[src/rtl/syn_pkg.sv]
// Shared types, constants and helper functions for the four-voice synthesizer.
// Depends on nothing; every other file in rtl/ imports it.
package syn_pkg;

  // Voice slot count and derived widths
  localparam int VOICES = 4;
  localparam int VIDX_W = (VOICES > 1) ? $clog2(VOICES) : 1;

  // Field widths
  localparam int CMD_W   = 2;
  localparam int PHASE_W = 32;
  localparam int DUR_W   = 24;
  localparam int LEVEL_W = 15;
  localparam int NOISE_W = 9;
  localparam int PAN_W   = 9;
  localparam int SAMP_W  = 16;

  // Datapath widths
  localparam int PROD_W = LEVEL_W + DUR_W;          // level * remaining
  localparam int DCNT_W = $clog2(LEVEL_W + 1);      // divider step counter
  localparam int MIX_W  = 27;                       // 16s*10s + 16s*10s
  localparam int PANP_W = 26;                       // 16s * 10s pan product
  localparam int TERM_W = PANP_W - 7;               // pan product / 128
  localparam int ACC_W  = TERM_W + $clog2(VOICES + 1) + 1;

  // Constants
  localparam logic [PHASE_W-1:0] SEED_RESET = 32'h0064_d4a7;
  localparam int CLIP_MAX   = 32767;
  localparam int TRI_TOP    = 98303;
  localparam int TRI_HALF   = 32768;
  localparam int NOISE_FULL = 256;
  localparam int PAN_FULL   = 128;

  // Commands
  typedef enum logic [CMD_W-1:0] {
    CMD_TICK  = 2'd0,
    CMD_START = 2'd1,
    CMD_CLEAR = 2'd2
  } cmd_t;

  // Sequencer states
  typedef enum logic [3:0] {
    ST_IDLE,
    ST_SCAN_RD,
    ST_SCAN_CMP,
    ST_START_WR,
    ST_TICK_RD,
    ST_TICK_MIX,
    ST_TICK_DIV,
    ST_TICK_SCALE,
    ST_TICK_PAN,
    ST_TICK_ACC,
    ST_OUT
  } state_t;

  // One voice slot as stored in the voice RAM
  typedef struct packed {
    logic        [PHASE_W-1:0] phase;
    logic        [PHASE_W-1:0] incr;
    logic        [DUR_W-1:0]   remaining;
    logic        [DUR_W-1:0]   total;
    logic        [LEVEL_W-1:0] level;
    logic        [NOISE_W-1:0] noise;
    logic signed [PAN_W-1:0]   pan;
  } voice_t;

  // Voice RAM control group
  typedef struct packed {
    logic              clr;
    logic              wr_en;
    logic [VIDX_W-1:0] wr_addr;
    logic              rd_en;
    logic [VIDX_W-1:0] rd_addr;
  } ram_ctl_t;

  // One xorshift32 step
  function automatic logic [PHASE_W-1:0] xorshift32(input logic [PHASE_W-1:0] s);
    logic [PHASE_W-1:0] x;
    x = s;
    x = x ^ (x << 13);
    x = x ^ (x >> 17);
    x = x ^ (x << 5);
    return x;
  endfunction

endpackage

[src/rtl/four_voice_tone_noise_synth.sv]
// Four-voice triangle/noise synthesizer top: command sequencer, voice datapath, output word.
// Tick: each slot is read and mixed; an active one also runs the level divider, scale, pan
//   and accumulate states; the output word loads once out_stall allows. One word in flight.
// Start: slot scan over every voice, then the write; clear: taken in the idle state.
// Reset: slot valid bits cleared (all voices silent), noise seed reloaded, no clearing pass.
// Depends on syn_pkg, syn_voice_ram and syn_level_div.
module four_voice_tone_noise_synth (
  input  logic                               clk,
  input  logic                               rst_n,
  input  logic                               in_valid,
  output logic                               in_stall,
  input  logic        [syn_pkg::CMD_W-1:0]   in_command,
  input  logic        [syn_pkg::PHASE_W-1:0] in_phase_step,
  input  logic        [syn_pkg::DUR_W-1:0]   in_duration,
  input  logic        [syn_pkg::LEVEL_W-1:0] in_loudness,
  input  logic        [syn_pkg::NOISE_W-1:0] in_noise_weight,
  input  logic signed [syn_pkg::PAN_W-1:0]   in_balance,
  output logic                               out_valid,
  input  logic                               out_stall,
  output logic signed [syn_pkg::SAMP_W-1:0]  out_left,
  output logic signed [syn_pkg::SAMP_W-1:0]  out_right
);
  import syn_pkg::*;

  state_t state_r, state_nxt;

  // Control registers
  logic [VIDX_W-1:0]  idx_r;
  logic [PHASE_W-1:0] seed_r;
  logic               out_valid_r;

  // Captured start word
  logic        [PHASE_W-1:0] inc_r;
  logic        [DUR_W-1:0]   dur_r;
  logic        [LEVEL_W-1:0] lvl_r;
  logic        [NOISE_W-1:0] nw_r;
  logic signed [PAN_W-1:0]   pan_r;

  // Slot scan
  logic [DUR_W-1:0]  best_rem_r;
  logic [VIDX_W-1:0] best_idx_r;

  // Voice datapath
  logic signed [SAMP_W-1:0] w_mix_r;
  logic signed [PAN_W-1:0]  ent_pan_r;
  logic signed [SAMP_W-1:0] scaled_r;
  logic signed [PANP_W-1:0] pl_prod_r;
  logic signed [PANP_W-1:0] pr_prod_r;
  logic signed [ACC_W-1:0]  acc_l_r;
  logic signed [ACC_W-1:0]  acc_rt_r;
  logic signed [SAMP_W-1:0] out_left_r;
  logic signed [SAMP_W-1:0] out_right_r;

  // Voice RAM and divider connections
  ram_ctl_t             ram_ctl;
  voice_t               wr_data;
  voice_t               rd_data;
  logic                 div_start;
  logic                 div_done;
  logic [LEVEL_W-1:0]   div_quot;

  // Combinational datapath
  logic                      in_acc;
  logic                      last_idx;
  logic                      active;
  logic                      out_free;
  logic        [PHASE_W-1:0] phase_new;
  logic        [SAMP_W-1:0]  wt;
  logic signed [SAMP_W+1:0]  wt2;
  logic signed [SAMP_W+1:0]  tri_w;
  logic signed [SAMP_W-1:0]  tri_s;
  logic signed [SAMP_W-1:0]  noise_s;
  logic signed [9:0]         nwt;
  logic signed [9:0]         nwt_inv;
  logic signed [MIX_W-1:0]   mix;
  logic        [PROD_W-1:0]  lvl_prod;
  logic signed [31:0]        scale_prod;
  logic signed [9:0]         pan_x;
  logic signed [TERM_W-1:0]  term_l;
  logic signed [TERM_W-1:0]  term_r;
  logic signed [PANP_W-1:0]  pl_adj;
  logic signed [PANP_W-1:0]  pr_adj;
  logic signed [SAMP_W-1:0]  clip_l;
  logic signed [SAMP_W-1:0]  clip_r;
  logic        [NOISE_W-1:0] nw_sat;
  logic signed [PAN_W-1:0]   pan_sat;
  logic        [DUR_W-1:0]   dur_fix;

  assign in_acc   = in_valid && !in_stall;
  assign last_idx = (idx_r == VIDX_W'(VOICES - 1));
  assign active   = (rd_data.remaining != '0);
  assign out_free = !out_valid_r || !out_stall;

  syn_voice_ram u_ram (
    .clk     (clk),
    .rst_n   (rst_n),
    .ctl     (ram_ctl),
    .wr_data (wr_data),
    .rd_data (rd_data)
  );

  syn_level_div u_div (
    .clk      (clk),
    .rst_n    (rst_n),
    .start    (div_start),
    .dividend (lvl_prod),
    .divisor  (rd_data.total),
    .done     (div_done),
    .quot     (div_quot)
  );

  // Start word cleanup: saturate noise weight and pan, length zero becomes one
  always_comb begin
    nw_sat  = (in_noise_weight > NOISE_W'(NOISE_FULL)) ? NOISE_W'(NOISE_FULL)
                                                       : in_noise_weight;
    pan_sat = in_balance;
    if (in_balance < -PAN_W'(PAN_FULL)) begin
      pan_sat = -PAN_W'(PAN_FULL);
    end else if (in_balance > PAN_W'(PAN_FULL)) begin
      pan_sat = PAN_W'(PAN_FULL);
    end
    dur_fix = (in_duration == '0) ? DUR_W'(1) : in_duration;
  end

  // Oscillator, noise blend and envelope product from the slot just read
  always_comb begin
    phase_new = rd_data.phase + rd_data.incr;
    wt        = phase_new[PHASE_W-1:PHASE_W-SAMP_W];
    wt2       = signed'({1'b0, wt, 1'b0});
    tri_w     = wt[SAMP_W-1] ? ((SAMP_W+2)'(TRI_TOP) - wt2)
                             : (wt2 - (SAMP_W+2)'(TRI_HALF));
    tri_s     = tri_w[SAMP_W-1:0];
    noise_s   = signed'({~seed_r[SAMP_W-1], seed_r[SAMP_W-2:0]});
    nwt       = signed'({1'b0, rd_data.noise});
    nwt_inv   = 10'sd256 - nwt;
    mix       = MIX_W'(tri_s * nwt_inv) + MIX_W'(noise_s * nwt);
    lvl_prod  = PROD_W'(rd_data.level) * PROD_W'(rd_data.remaining);
  end

  // Level scaling, pan gains and truncating divide by 128
  always_comb begin
    scale_prod = w_mix_r * signed'({1'b0, div_quot});
    pan_x      = 10'(ent_pan_r);
    pl_adj     = pl_prod_r + (pl_prod_r[PANP_W-1] ? PANP_W'(PAN_FULL - 1) : '0);
    pr_adj     = pr_prod_r + (pr_prod_r[PANP_W-1] ? PANP_W'(PAN_FULL - 1) : '0);
    term_l     = pl_adj[PANP_W-1:7];
    term_r     = pr_adj[PANP_W-1:7];
  end

  // Output saturation
  always_comb begin
    if (acc_l_r < -ACC_W'(CLIP_MAX)) begin
      clip_l = -SAMP_W'(CLIP_MAX);
    end else if (acc_l_r > ACC_W'(CLIP_MAX)) begin
      clip_l = SAMP_W'(CLIP_MAX);
    end else begin
      clip_l = acc_l_r[SAMP_W-1:0];
    end
    if (acc_rt_r < -ACC_W'(CLIP_MAX)) begin
      clip_r = -SAMP_W'(CLIP_MAX);
    end else if (acc_rt_r > ACC_W'(CLIP_MAX)) begin
      clip_r = SAMP_W'(CLIP_MAX);
    end else begin
      clip_r = acc_rt_r[SAMP_W-1:0];
    end
  end

  // Next state
  always_comb begin
    state_nxt = state_r;
    unique case (state_r)
      ST_IDLE: begin
        if (in_valid) begin
          if (in_command == CMD_TICK) begin
            state_nxt = ST_TICK_RD;
          end else if (in_command == CMD_START) begin
            state_nxt = ST_SCAN_RD;
          end
        end
      end
      ST_SCAN_RD:  state_nxt = ST_SCAN_CMP;
      ST_SCAN_CMP: state_nxt = last_idx ? ST_START_WR : ST_SCAN_RD;
      ST_START_WR: state_nxt = ST_IDLE;
      ST_TICK_RD:  state_nxt = ST_TICK_MIX;
      ST_TICK_MIX: begin
        if (active) begin
          state_nxt = ST_TICK_DIV;
        end else begin
          state_nxt = last_idx ? ST_OUT : ST_TICK_RD;
        end
      end
      ST_TICK_DIV:   state_nxt = div_done ? ST_TICK_SCALE : ST_TICK_DIV;
      ST_TICK_SCALE: state_nxt = ST_TICK_PAN;
      ST_TICK_PAN:   state_nxt = ST_TICK_ACC;
      ST_TICK_ACC:   state_nxt = last_idx ? ST_OUT : ST_TICK_RD;
      ST_OUT:        state_nxt = out_free ? ST_IDLE : ST_OUT;
      default:       state_nxt = ST_IDLE;
    endcase
  end

  // Sequencer outputs: handshake, RAM control, divider start
  always_comb begin
    in_stall        = (state_r != ST_IDLE);
    ram_ctl.clr     = (state_r == ST_IDLE) && in_valid && (in_command == CMD_CLEAR);
    ram_ctl.rd_en   = (state_r == ST_SCAN_RD) || (state_r == ST_TICK_RD);
    ram_ctl.rd_addr = idx_r;
    ram_ctl.wr_en   = (state_r == ST_START_WR) || ((state_r == ST_TICK_MIX) && active);
    ram_ctl.wr_addr = (state_r == ST_START_WR) ? best_idx_r : idx_r;
    div_start       = (state_r == ST_TICK_MIX) && active;
    if (state_r == ST_START_WR) begin
      wr_data.phase     = '0;
      wr_data.incr      = inc_r;
      wr_data.remaining = dur_r;
      wr_data.total     = dur_r;
      wr_data.level     = lvl_r;
      wr_data.noise     = nw_r;
      wr_data.pan       = pan_r;
    end else begin
      wr_data           = rd_data;
      wr_data.phase     = phase_new;
      wr_data.remaining = rd_data.remaining - 1'b1;
    end
  end

  // Control state
  always_ff @(posedge clk) begin
    if (!rst_n) begin
      state_r     <= ST_IDLE;
      idx_r       <= '0;
      seed_r      <= SEED_RESET;
      out_valid_r <= 1'b0;
    end else begin
      state_r <= state_nxt;
      // in ST_OUT a new word replaces the one leaving
      if (out_valid_r && !out_stall && (state_r != ST_OUT)) begin
        out_valid_r <= 1'b0;
      end
      unique case (state_r)
        ST_IDLE: begin
          idx_r <= '0;
          if (in_acc && (in_command == CMD_TICK)) begin
            seed_r <= xorshift32(seed_r);
          end
        end
        ST_SCAN_CMP: idx_r <= idx_r + 1'b1;
        ST_TICK_MIX: begin
          if (!active) begin
            idx_r <= idx_r + 1'b1;
          end
        end
        ST_TICK_ACC: idx_r <= idx_r + 1'b1;
        ST_OUT: begin
          if (out_free) begin
            out_valid_r <= 1'b1;
          end
        end
        default: ;
      endcase
    end
  end

  // Datapath registers
  always_ff @(posedge clk) begin
    unique case (state_r)
      ST_IDLE: begin
        inc_r    <= in_phase_step;
        dur_r    <= dur_fix;
        lvl_r    <= in_loudness;
        nw_r     <= nw_sat;
        pan_r    <= pan_sat;
        acc_l_r  <= '0;
        acc_rt_r <= '0;
      end
      ST_SCAN_CMP: begin
        if ((idx_r == '0) || (rd_data.remaining < best_rem_r)) begin
          best_rem_r <= rd_data.remaining;
          best_idx_r <= idx_r;
        end
      end
      ST_TICK_MIX: begin
        w_mix_r   <= mix[SAMP_W+7:8];
        ent_pan_r <= rd_data.pan;
      end
      ST_TICK_SCALE: scaled_r <= scale_prod[SAMP_W+14:15];
      ST_TICK_PAN: begin
        pl_prod_r <= scaled_r * (10'sd128 - pan_x);
        pr_prod_r <= scaled_r * (10'sd128 + pan_x);
      end
      ST_TICK_ACC: begin
        acc_l_r  <= acc_l_r + ACC_W'(term_l);
        acc_rt_r <= acc_rt_r + ACC_W'(term_r);
      end
      ST_OUT: begin
        if (out_free) begin
          out_left_r  <= clip_l;
          out_right_r <= clip_r;
        end
      end
      default: ;
    endcase
  end

  assign out_valid = out_valid_r;
  assign out_left  = out_left_r;
  assign out_right = out_right_r;

endmodule

[src/rtl/syn_voice_ram.sv]
// Voice slot RAM: one write port, one registered read port, per-slot valid bits.
// Slots not written since reset or the last clear read back as all zero. Uses syn_pkg.
module syn_voice_ram (
  input  logic              clk,
  input  logic              rst_n,
  input  syn_pkg::ram_ctl_t ctl,
  input  syn_pkg::voice_t   wr_data,
  output syn_pkg::voice_t   rd_data
);
  import syn_pkg::*;

  voice_t            mem_r [VOICES];
  voice_t            rd_q_r;
  logic [VOICES-1:0] vld_r;
  logic              rd_vld_r;

  // Storage array and read data register
  always_ff @(posedge clk) begin
    if (ctl.wr_en) begin
      mem_r[ctl.wr_addr] <= wr_data;
    end
    if (ctl.rd_en) begin
      rd_q_r <= mem_r[ctl.rd_addr];
    end
  end

  // Valid bits: cleared at reset and by a clear, set on write
  always_ff @(posedge clk) begin
    if (!rst_n) begin
      vld_r    <= '0;
      rd_vld_r <= 1'b0;
    end else begin
      if (ctl.clr) begin
        vld_r <= '0;
      end else if (ctl.wr_en) begin
        vld_r[ctl.wr_addr] <= 1'b1;
      end
      if (ctl.rd_en) begin
        rd_vld_r <= vld_r[ctl.rd_addr];
      end
    end
  end

  assign rd_data = rd_vld_r ? rd_q_r : '0;

endmodule

[src/rtl/syn_level_div.sv]
// Iterative divider for the envelope level: level*remaining / total, one bit a cycle.
// The quotient is known to fit LEVEL_W bits since remaining <= total. Uses syn_pkg.
module syn_level_div (
  input  logic                          clk,
  input  logic                          rst_n,
  input  logic                          start,
  input  logic [syn_pkg::PROD_W-1:0]    dividend,
  input  logic [syn_pkg::DUR_W-1:0]     divisor,
  output logic                          done,
  output logic [syn_pkg::LEVEL_W-1:0]   quot
);
  import syn_pkg::*;

  logic [DUR_W-1:0]   rem_r;
  logic [LEVEL_W-1:0] low_r;
  logic [DUR_W-1:0]   div_r;
  logic [DCNT_W-1:0]  cnt_r;
  logic               busy_r;
  logic               done_r;
  logic [DUR_W:0]     trial;
  logic [DUR_W:0]     diff;
  logic               ge;

  // Shift in the next dividend bit and try the subtract
  always_comb begin
    trial = {rem_r, low_r[LEVEL_W-1]};
    diff  = trial - {1'b0, div_r};
    ge    = !diff[DUR_W];
  end

  // Partial remainder and quotient bits
  always_ff @(posedge clk) begin
    if (start) begin
      rem_r <= dividend[PROD_W-1:LEVEL_W];
      low_r <= dividend[LEVEL_W-1:0];
      div_r <= divisor;
    end else if (busy_r) begin
      rem_r <= ge ? diff[DUR_W-1:0] : trial[DUR_W-1:0];
      low_r <= {low_r[LEVEL_W-2:0], ge};
    end
  end

  // Step counter and done pulse
  always_ff @(posedge clk) begin
    if (!rst_n) begin
      cnt_r  <= '0;
      busy_r <= 1'b0;
      done_r <= 1'b0;
    end else begin
      done_r <= 1'b0;
      if (start) begin
        cnt_r  <= '0;
        busy_r <= 1'b1;
      end else if (busy_r) begin
        cnt_r <= cnt_r + 1'b1;
        if (cnt_r == DCNT_W'(LEVEL_W - 1)) begin
          busy_r <= 1'b0;
          done_r <= 1'b1;
        end
      end
    end
  end

  assign done = done_r;
  assign quot = low_r;

endmodule
[config.mk]
export PLATFORM = sky130hd
export DESIGN_NAME = four_voice_tone_noise_synth
export DESIGN_NICKNAME = d
export VERILOG_FILES = /design/src/rtl/syn_pkg.sv /design/src/rtl/four_voice_tone_noise_synth.sv /design/src/rtl/syn_voice_ram.sv /design/src/rtl/syn_level_div.sv
export SDC_FILE = /design/constraint.sdc
export NUM_CORES = 2
export LEC_CHECK = 0
export ABC_AREA = 1
export BUFFER_PORTS_ARGS = -buffer_cell sky130_fd_sc_hd__clkbuf_2
export CELL_PAD_IN_SITES_DETAIL_PLACEMENT = 0
export CELL_PAD_IN_SITES_GLOBAL_PLACEMENT = 1
export CORE_MARGIN = 4
export CORE_UTILIZATION = 46
export CTS_CLUSTER_DIAMETER = 200
export DETAILED_ROUTE_END_ITERATION = 10
export PLACE_DENSITY = 0.75
export REMOVE_ABC_BUFFERS = 1
export SYNTH_ARGS = -nofsm -noshare
export SYNTH_HDL_FRONTEND = slang
export SYNTH_HIERARCHICAL = 1
export SYNTH_SLANG_ARGS = --single-unit
[constraint.sdc]
create_clock -name clk -period 11.1 [get_ports clk]
set_input_delay 2.22 -clock clk [delete_from_list [all_inputs] [get_ports clk]]
set_output_delay 2.22 -clock clk [all_outputs]
set_load 0.05 [all_outputs]
# After elaboration in Yosys (flattened, before gate mapping)
# Memories as Yosys holds them, arrays and structs flattened. A register that Yosys moved wholly into a read port is not among the register bits.
# Cells that the tools add are included.
dict set report classes {
  n_addsub 15
  mul 6
  order_cmp 11
  eq_ne 18
  mux 40
  n_bitwise 7
  n_reduce_logical 37
}
# op count
set op_table {}
lappend op_table {{145-bit two-way mux} 2}
lappend op_table {{23-bit one-hot mux with 2 select lines} 2}
lappend op_table {{24-bit two-way mux} 3}
lappend op_table {{32-bit XOR} 2}
lappend op_table {{26-bit by 7-bit adder with 26-bit output} 2}
lappend op_table {{16-bit by 10-bit multiplier with 26-bit output} 2}
lappend op_table {{16-bit by 10-bit multiplier with 24-bit output} 2}
lappend op_table {{16-bit two-way mux} 3}
lappend op_table {{23-bit by 19-bit adder with 23-bit output} 2}
lappend op_table {{23-bit by 16-bit greater-than comparator with 1-bit output (second input constant)} 2}
lappend op_table {{23-bit by 16-bit < comparator with 1-bit output (second input constant)} 2}
lappend op_table {{4-bit one-hot mux with 10 select lines} 1}
lappend op_table {{15-bit by 24-bit multiplier with 39-bit output} 1}
lappend op_table {{32-bit adder} 1}
lappend op_table {{32-bit by 15-bit XOR with 32-bit output} 1}
lappend op_table {{16-bit by 16-bit multiplier with 31-bit output} 1}
lappend op_table {{15-bit two-way mux} 2}
lappend op_table {{25-bit by 24-bit subtractor with 25-bit output} 1}
lappend op_table {{24-bit adder} 1}
lappend op_table {{24-bit logical NOT} 1}
lappend op_table {{24-bit < comparator} 1}
lappend op_table {{4-bit two-way mux} 6}
lappend op_table {{24-bit nonzero test} 1}
lappend op_table {{24-bit by 1-bit subtractor with 24-bit output (second input constant)} 1}
lappend op_table {{39 further kinds} 91}
dict set report totals {
  register_bits 399
  ram_bits 580
  output_inout_bits 34
  memories 1
}
# name depth word_bits read_ports rd_ports_with_merged_regs wr line
set memory_table {}
lappend memory_table {u_ram.mem_r 4 145 1 1 1 syn_voice_ram.sv:12} ;# voice_t mem_r [VOICES];

# Logic depth before layout (Yosys ltp)
dict set report depth {
  ltp_word 7
  depth_mapped 45
}

# Modules after synthesis
# Netlist, hierarchy kept.
# mod instances cells_each area_per_inst_um2 seq_area_each_um2
set by_module_without_submodules {}
lappend by_module_without_submodules {four_voice_tone_noise_synth 1 7588 62122.1 9339.0}
lappend by_module_without_submodules {syn_voice_ram 1 1888 27186.1 21871.0}
lappend by_module_without_submodules {syn_level_div 1 718 5147.4 2011.9}

# Worst setup path after synthesis
# No wires, ideal clock.
dict set report synth_path {
  path_type {register -> register}
  startpoint {reg state_r[2]}
  endpoint {reg u_ram.rd_vld_r}
  setup_time_ns 0.181
  t_arrival_ns 11.667
  setup_slack_ns -0.747
  path_stages_with_launch 7
  n_path_buf 0
  cell_sequence {dfxtp_1 -> inv_1 -> nor2_1 -> inv_1 -> o21ai_0 -> o21ai_0 -> a21oi_1}
}
# item line
set synth_rtl {}
lappend synth_rtl {{start: declaration} four_voice_tone_noise_synth.sv:25} ;# state_t state_r, state_nxt;
lappend synth_rtl {{start signal: assignment} four_voice_tone_noise_synth.sv:233} ;# state_r <= state_nxt;
lappend synth_rtl {{end signal: assignment} syn_voice_ram.sv:39} ;# rd_vld_r <= vld_r[ctl.rd_addr];
lappend synth_rtl {{end: declaration} syn_voice_ram.sv:15} ;# logic rd_vld_r;

==> results_dict.tcl <==
set metrics [dict create \
    io_pins 129 \
    synth_xor_xnor_area_share 0.0286 \
    dpl-instance-area_um2 97300 \
    start_util 0.462 \
    synth_area_um2 94500 \
    synth_top_cell_area_share 0.341 \
    die_y_um 461 \
    yosysWarningCount 6 \
    clockRootBuffer "clkbuf_16" \
    cp_max_fo 39 \
    min_period_ns 9.58 \
    synth_seq_area_share 0.352 \
    finalPower_mw 13.8 \
    leakage_nw 48.5 \
    crit_required_ns 11.62 \
    antenna_found_initial 4 \
    synth_edf_count 1073 \
    synth-seq-cells 1123 \
    hold_viol 0 \
    vias_per_cell 5.17 \
    pwr-share-clk 0.286 \
    fin_util 0.495 \
    synth_flop_cell "edfxtp_1" \
    period_share 0.863 \
    place.gp.congestion 0.908 \
    rows 166 \
    p_sw_mw 4.96 \
    hp-class "register to register" \
    setup_ws_ns 1.52 \
    drv_cap 0 \
    comb_power_share 0.346 \
    rsz0062_at_grt "false" \
    internal_power_mw 8.88 \
    cts.repair.resized 0 \
    vias 66700 \
    fin_skew_ns 0.121 \
    timing.critical_path.buf_inv 11 \
    clk_pin_slew_ns 0.06 \
    critPathCaptureType "register" \
    grt_max_degree 148 \
    post_cts_buffers 0 \
    slew_headroom 0.168 \
    cts_max_level 3 \
    critPathMaxStageDelay_ns 0.78 \
    area_growth_pct 7.18 \
    ys_top_cells_by_area "edfxtp_1, fa_1, nand2_1, inv_1, ha_1" \
    cpMostUsedCell "inv_1" \
    synthDistinctLibCells 67 \
    ir_drop_uv 172 \
    cts_tree "built" \
    setup_viol 0 \
    cp_top_family "adder cells" \
    seqPwrFrac 0.368 \
    core_um2 204000 \
    final_cell_mix "nand2_1, inv_1, fa_1, edfxtp_1, nor2_1" \
    fin_setup_tns_ns 0 \
    fp.dieArea_um2 213000 \
    arrival_ns 10.10 \
    fin_area_um2 101000 \
    synth_area_leader_cell "edfxtp_1" \
    numCtsBuffers 120 \
    switching_share 0.358 \
    final_common_cell "nand2_1" \
    p_per_area_nw_per_um2 137 \
    drive_above_1_share 0.0516 \
    status "finished, final reports clean" \
    maxSlewViolCount 0 \
    ant_nets 0 \
    insertion_delay_ns 0.80 \
    critPathLaunchType "register" \
    antenna_cells 0 \
    crit_type "register to register" \
    final_nets 11800 \
    grt_pass1_wl_um 390000 \
    drc 0 \
    fmax_ghz 0.104 \
    dp_slack_ns 1.52 \
    yosys.area_share.simple 0.144 \
    wl_per_cell_um 19.1 \
    first_iter_violations 4929 \
    synthMuxAreaShare 0 \
    portBuffers 128 \
    finalWirelength_um 246000 \
    crit_slowest_cell "dfxtp_4" \
    synth_top_family_by_area "adder cells" \
    worst_slew_pin_slew_ns 1.25 \
    synthAdderAreaFrac 0.301 \
    dp.final_hpwl_um 185000 \
    die_x_um 461 \
    async_reset_ff_frac 0 \
    syn_inst 10200 \
    postCtsHoldBufs 0 \
    grt_pass1_vias 69600 \
    clockBufferDepth 3 \
    synth_compound_area_frac 0.0673 \
    cts.sinks 1123 \
    avgSynthCellArea_um2 9.27 \
    grt_usage 0.234 \
    grt-ovfl-total 0 \
    firstDrtPassIters 5 \
]
-- registers in the layout (all words and copies together), names as in the netlist, 24 cells and up --
| name | flops |
|---|---|
| u_div/div_r | 24 |
| pr_prod_r | 25 |
| dur_r | 24 |
| u_div/rem_r | 24 |
| u_ram/mem_r | 580 |
| inc_r | 32 |
| best_rem_r | 24 |
| u_ram/rd_q_r | 145 |
| seed_r | 32 |
| pl_prod_r | 26 |
-- final cells by class --
| cell class | instances | area [um^2] |
|---|---|---|
| Clock buffer | 145 | 3110 |
| Inverter | 2179 | 8210 |
| Multi-Input combinational cell | 6466 | 51200 |
| Sequential cell | 1123 | 33200 |
| Clock inverter | 79 | 796 |
| Tap cell | 2688 | 3360 |
| Fill cell | 19000 | 103000 |
| Timing Repair Buffer | 212 | 1280 |
-- final timing paths --
kind,start,to,slack [ns],depth (start not counted)
max reg2reg,u_ram/rd_vld_r,w_mix_r[14],1.52,40
max,u_ram/rd_vld_r,w_mix_r[14],1.52,40
min reg2reg,u_ram/vld_r[2],u_ram/vld_r[2],0.45,2
min,u_ram/vld_r[2],u_ram/vld_r[2],0.45,2
-- stage by stage --
step                cells  hold slack (ns)
floorplan            9768            0.430
global placement    12700            0.439
detailed placement  12700            0.444
CTS                 12900            0.454
global route        12900            0.484
finish              12900            0.451
-- tightest hold or removal path, delay by kind of cell (launching register included) --
kind	cells	cell delay [ns]
AOI/OAI and AO/OA	1	0.05
buffers and inverters	1	0.05
DFF	1	0.31
-- layer usage --
layer / routed length, um / vias up / track usage
met1: 108000 / 33100 / 0.322
met5: 0 / - / 0
li1: - / 31500 / -
met4: 6280 / 0 / 0.0599
met3: 14500 / 292 / 0.0316
met2: 117000 / 1771 / 0.393
-- cells in the mapped netlist (14+ instances only) --
| cell type | instances |
|---|---|
| nand2_1 | 2213 |
| inv_1 | 2156 |
| fa_1 | 1091 |
| edfxtp_1 | 1073 |
| nor2_1 | 805 |
| ha_1 | 530 |
| o21ai_0 | 372 |
| a21oi_1 | 327 |
| clkbuf_1 | 327 |
| nand3_1 | 179 |
| xor2_1 | 162 |
| o21ai_1 | 149 |
| o22ai_1 | 146 |
| xnor2_1 | 125 |
| dfxtp_1 | 50 |
| nand4_1 | 46 |
| buf_2 | 39 |
| nor3_1 | 36 |
| nand2_2 | 29 |
| a31oi_1 | 26 |
| buf_6 | 25 |
| o21a_1 | 25 |
| nor4_1 | 22 |
| buf_1 | 21 |
| inv_2 | 21 |
| a21o_1 | 20 |
| o211ai_1 | 18 |
| a211oi_1 | 14 |
-- power by group through the flow --
stage | Clock, mW | Sequential, mW | Combinational (mW)
floorplan | 0 | 5.19 | 3.34
global placement | 0 | 5.18 | 4.71
detailed placement | 0 | 5.18 | 4.78
CTS | 4.04 | 5.09 | 4.80
global route | 4.21 | 5.10 | 5.43
finish | 3.95 | 5.09 | 4.79
-- kinds of logic (layout without fill, tap and decap cells) --
group / count (synthesis) / in the layout
flops: 1123 / 1123
compound gates: 1149 / 1149
buf+inv: 2605 / 2615
fa+ha+maj: 1621 / 1621
xor+xnor: 297 / 297
simple gates: 3399 / 3399
No activity file was read; power rests on OpenSTA's default activity.
